$ cat src/rtl/rsb_pkg.sv
// Shared types, constants and latency helpers for the reassigned spectrum bin core.
`default_nettype none

package rsb_pkg;

    // Default fractional bits of the Q formats on the data path
    localparam int DEF_FRAC_BITS = 16;

    // Reset value of the power regularizer register
    localparam logic [15:0] EPS_RESET = 16'd4295;

    // ln(2) in Q0.26
    localparam logic [25:0] LN2_Q26 = 26'd46516320;

    // pi in Q16 and the clamp of the Q2.13 phase output
    localparam int PHASE_PI_Q16 = 205887;
    localparam int PHASE_MAX    = 25736;

    // CORDIC rotation count and arctangent table, Q16 radians
    localparam int ATAN_STEPS = 17;
    localparam logic [16:0] ATAN_TAB [ATAN_STEPS] = '{
        17'd51472, 17'd30386, 17'd16055, 17'd8150, 17'd4091, 17'd2047,
        17'd1024,  17'd512,   17'd256,   17'd128,  17'd64,   17'd32,
        17'd16,    17'd8,     17'd4,     17'd2,    17'd1
    };

    // Stage counts of the fixed-depth units
    localparam int SQRT_STAGES = 32;
    localparam int LOG_STAGES  = 35;
    localparam int ATAN_LAT    = 3 + ATAN_STEPS + 1;

    // Divider latency: setup, one stage per quotient bit, final clamp
    function automatic int div_latency(input int frac_bits);
        return 34 + frac_bits;
    endfunction

    // Front-end results handed to the parallel units
    typedef struct packed {
        logic [63:0]        power;
        logic [63:0]        denom;
        logic [3:0]         num_neg;
        logic [3:0][63:0]   num_mag;
        logic signed [31:0] x_re;
        logic signed [31:0] x_im;
    } front_t;

endpackage

`default_nettype wire

$ cat src/rtl/rsb_delay.sv
// Enabled shift-register delay line with asynchronous clear.
`default_nettype none

module rsb_delay #(
    parameter int WIDTH = 1,
    parameter int DEPTH = 1
) (
    input  wire logic             clk,
    input  wire logic             rst_n,
    input  wire logic             en,
    input  wire logic [WIDTH-1:0] din,
    output logic      [WIDTH-1:0] dout
);

    logic [WIDTH-1:0] tap_reg [DEPTH];

    // Shift one place per enabled cycle
    always_ff @(posedge clk or negedge rst_n)
    begin
        if (!rst_n)
        begin
            for (int i = 0; i < DEPTH; i++)
            begin
                tap_reg[i] <= '0;
            end
        end
        else if (en)
        begin
            tap_reg[0] <= din;
            for (int i = 1; i < DEPTH; i++)
            begin
                tap_reg[i] <= tap_reg[i-1];
            end
        end
    end

    assign dout = tap_reg[DEPTH-1];

endmodule

`default_nettype wire

$ cat src/rtl/rsb_sqrt.sv
// Pipelined integer square root, one result bit per stage.
`default_nettype none

module rsb_sqrt #(
    parameter int LAT = rsb_pkg::div_latency(rsb_pkg::DEF_FRAC_BITS)
) (
    input  wire logic        clk,
    input  wire logic        rst_n,
    input  wire logic        en,
    input  wire logic [63:0] power,
    output logic      [31:0] magnitude
);

    localparam int N = rsb_pkg::SQRT_STAGES;

    logic [63:0] v_reg [N];
    logic [63:0] r_reg [N];

    for (genvar j = 0; j < N; j++)
    begin : g_step
        localparam logic [63:0] BIT = 64'(1) << (62 - 2 * j);
        logic [63:0] v_in, r_in, trial;
        logic        ge;

        if (j == 0)
        begin : g_first
            assign v_in = power;
            assign r_in = '0;
        end
        else
        begin : g_next
            assign v_in = v_reg[j-1];
            assign r_in = r_reg[j-1];
        end

        // Trial subtract of res + bit
        always_comb
        begin
            trial = r_in + BIT;
            ge    = v_in >= trial;
        end

        always_ff @(posedge clk)
        begin
            if (en)
            begin
                v_reg[j] <= ge ? v_in - trial : v_in;
                r_reg[j] <= ge ? (r_in >> 1) + BIT : r_in >> 1;
            end
        end
    end

    // Align with the divider latency
    rsb_delay #(
        .WIDTH (32),
        .DEPTH (LAT - N)
    ) u_pad (
        .clk   (clk),
        .rst_n (rst_n),
        .en    (en),
        .din   (r_reg[N-1][31:0]),
        .dout  (magnitude)
    );

endmodule

`default_nettype wire

$ cat config.mk
export PLATFORM = sky130hd
export DESIGN_NAME = rsb_sqrt
export DESIGN_NICKNAME = d
export VERILOG_FILES = /design/src/rtl/rsb_pkg.sv /design/src/rtl/rsb_delay.sv /design/src/rtl/rsb_sqrt.sv
export SDC_FILE = /design/constraint.sdc
export NUM_CORES = 2
export LEC_CHECK = 0
export BUFFER_PORTS_ARGS = -buffer_cell sky130_fd_sc_hd__buf_4
export CAP_MARGIN = 10
export CELL_PAD_IN_SITES_DETAIL_PLACEMENT = 2
export CELL_PAD_IN_SITES_GLOBAL_PLACEMENT = 2
export CORE_UTILIZATION = 30
export CTS_CLUSTER_SIZE = 20
export DETAILED_ROUTE_END_ITERATION = 6
export PLACE_DENSITY_LB_ADDON = 0.05
export SLEW_MARGIN = 15
export SYNTH_ARGS = -nofsm -noshare
export SYNTH_HDL_FRONTEND = slang
export SYNTH_SLANG_ARGS = --single-unit
$ cat constraint.sdc
create_clock -name clk -period 3.81 [get_ports clk]
set_clock_uncertainty 0.1 [all_clocks]
set_input_delay 1.143 -clock clk [delete_from_list [all_inputs] [get_ports clk]]
set_output_delay 1.143 -clock clk [all_outputs]
set_load 0.005 [all_outputs]
==> metrics.txt <==
Starting Density 0.302; non-filler cells, final 18400; peak supply drop between 0.3 and 0.4 mV; Post-synth top cells edfxtp_1 (2512), inv_1 (695), nand2_1 (648); DR vias roughly 90000; Num CTS Buffers 368; status finished clean; synth top area cells edfxtp_1 (53%), dfrtp_1 (10%), mux2_2 (5.0%), ha_1 (4.9%), xnor2_1 (2.8%); placed cells ~18000; synth unique cells roughly 100; crit path launch type flip-flop; Design Area, Final 169000 um^2; Syn Std Cell Area between 100000 and 150000 um^2; CTS Buffer Depth 4; Hold Crit Class in2reg; Top delay family on crit path simple AND/OR/NAND/NOR gates; dpl cell area 156000 um^2; post-route DRC violation count 0; drt wl/cell 23.0 um; critical path cell sequence ha_4 -> nand4bb_4 -> nor4_2 -> buf_4 -> and4_1 -> buf_6 -> or4_4 -> nor4_4 -> or3_4 -> or3_4 -> or4_4 -> xnor2_2; Post-synth EDFFs 2512; Final setup viols 0; largest net degree at the start of global routing 130; total power 106 mW; DP HPWL 328000 um; DRT Pass-1 Iters 7; first-pass GRT wire length 646000 um; clock-pin slew on the worst setup and hold paths 0.06 ns; slowest stage cell on the critical path edfxtp_1; Yosys warning count 0; Final WS setup 0.0900 ns; worst slew pin tran around 1.0 ns; Place WS -0.888 ns; Final Slew Violations 0; Site Rows 252; pwr/cell area 626 nW/um^2; Async SR Flop Fraction 0.187; I/O pin cnt 99; CP Buf/Inv Count 2; GRT Resource Usage Total 0.174; crit share post-route 0.976; register area share after synthesis 0.631; Syn Inst Count 10900; Final Util 0.359; LEAKAGE 64.3 nW; Port-buffer cells between 90 and 100; global route total overflow 0; Maximum Capacitance Violations 0; hold_ws between 0.2 and 0.3 ns; Synthesized Nets 11600; die area 478000 um^2; Die Width 691 um; clock latency on the worst-skew pair 0.98 ns; CP Data Required Time around 4.4 ns; initial antenna violation count 14; antenna-violating nets left 0; vias per cell 4.90; Avg Inst Size Synth ~13 um^2; core area ~470000 um^2; arrival time at the worst endpoint roughly 4.3 ns; H-Tree Level Count 5; ys flop type edfxtp_1; clock tree from TritonCTS yes; CTS sink count 3088; CP max stage delay 0.45 ns; Setup Total Neg Slack 0 ns; Tmin final 3.72 ns; Die Span Y 691 um; final estimated routing congestion in global placement ~0.8; area grow syn2layout 18.8%; #FFs+latches synth 3088; share of post-route cells with drive strength above 1 0.186; Final Hold Fails 0; most frequent cell after synthesis edfxtp_1; area leader, netlist edfxtp_1; share of the synthesized area in the top cell type 0.530; WS Path Type reg2reg; Critical Path End Type flip-flop; Peak Freq 0.269 GHz; relative slew slack 0.299; number of DRC markers in iteration 0 between 4000 and 5000; Crit Path Max Fanout 4; drt total wl roughly 420000 um; vias in the first global route roughly 100k; RSZ-0062 raised after global routing yes; root buf cell clkbuf_16; Layout Nets roughly 13000; max FFs per register 1984
layer usage:
metal	share of wire	routed length (um)	track usage	up-vias
met1	0.43	183000	0.217	46400
li1	-	-	-	42600
met2	0.53	223000	0.326	770
met3	0.023	9680	0.0175	493
met4	0.019	8110	0.0339	2
met5	0.000031	13	0	-
area by class of cell:
class / count / area [um^2]
fillers: 48400 / 303000
flip-flops and latches: 3088 / 89800
multi-input cells: 6842 / 49500
clock buffers: 475 / 9900
well taps: 6223 / 7790
repair buffers: 896 / 7580
inverters: 699 / 2620
clock inverters: 206 / 1970
diodes: 6 / 15.0
cells by family after synthesis:
family	after synthesis	synth area share
simple gates	2888	0.105
mux	648	0.0512
compound gates	1871	0.0818
fa+ha+maj	558	0.0490
buf+inv	1005	0.0279
xor+xnor	877	0.0540
flops	3088	0.631
worst register-to-register path: cells and delay by family (launching register included):
kind	cells	cell delay (ns)
buf+inv	2	0.32
xor+xnor	1	0.14
fa+ha+maj	1	0.32
flops	1	0.45
simple gates	8	2.13
placed cells by master (no fill, tap or decap), types with 31 or more instances in the layout:
master / n
a211oi_1: 51
a21o_1: 212
a21oi_1: 566
a31oi_1: 47
and2_1: 31
and3_1: 48
buf_12: 62
buf_4: 820
clkbuf_1: 84
clkbuf_16: 373
clkinv_1: 75
clkinv_2: 61
dfrtp_1: 576
edfxtp_1: 2512
ha_1: 541
inv_1: 693
mux2_2: 631
nand2_1: 646
nand2b_1: 122
nand3_1: 146
nand4_1: 169
nor2_1: 623
nor2b_1: 66
nor3_1: 263
nor4_1: 315
nor4b_1: 47
o211ai_1: 43
o21a_1: 95
o21ai_0: 494
o21bai_1: 44
o31ai_1: 36
or2_2: 35
or3_1: 99
or4_1: 75
xnor2_1: 448
xor2_1: 421
worst paths after layout:
| check | slack (ns) | cells past startpoint | end | startpoint |
|---|---|---|---|---|
| worst max-delay path | 0.09 | 12 | v_reg[6][189]$_DFFE_PP_ | v_reg[6][101]$_DFFE_PP_ |
| worst min-delay path | 0.26 | 1 | v_reg[0][49]$_DFFE_PP_ | power[49] |
| worst max register to register | 0.09 | 12 | v_reg[6][189]$_DFFE_PP_ | v_reg[6][101]$_DFFE_PP_ |
| worst min register to register | 0.32 | 0 | r_reg[18][27]$_DFFE_PP_ | r_reg[17][28]$_DFFE_PP_ |
| max in group asynchronous | 1.90 | 3 | u_pad.dout[10]$_DFFE_PN0P_ | rst_n |
| min in group asynchronous | 0.71 | 2 | u_pad.tap_reg[127]$_DFFE_PN0P_ | rst_n |
report_power, final:
part	total, mW	leakage (nW)	switching, mW	internal, mW
combinational	23.4	27.7	12.8	10.5
clock	34.8	5.77	14.7	20.1
sequential	47.8	30.8	4.39	43.4
total	106	64.3	31.9	74.1
repair_timing:
action,4_1_cts,5_1_grt
pin swaps,5,33
setup endpoints to repair,250,222
hold buffers,1,0
gates resized for setup,41,128
buffers inserted,9,28
hold endpoints to repair,31,0
Note: power is estimated with default switching activity, not from simulation.
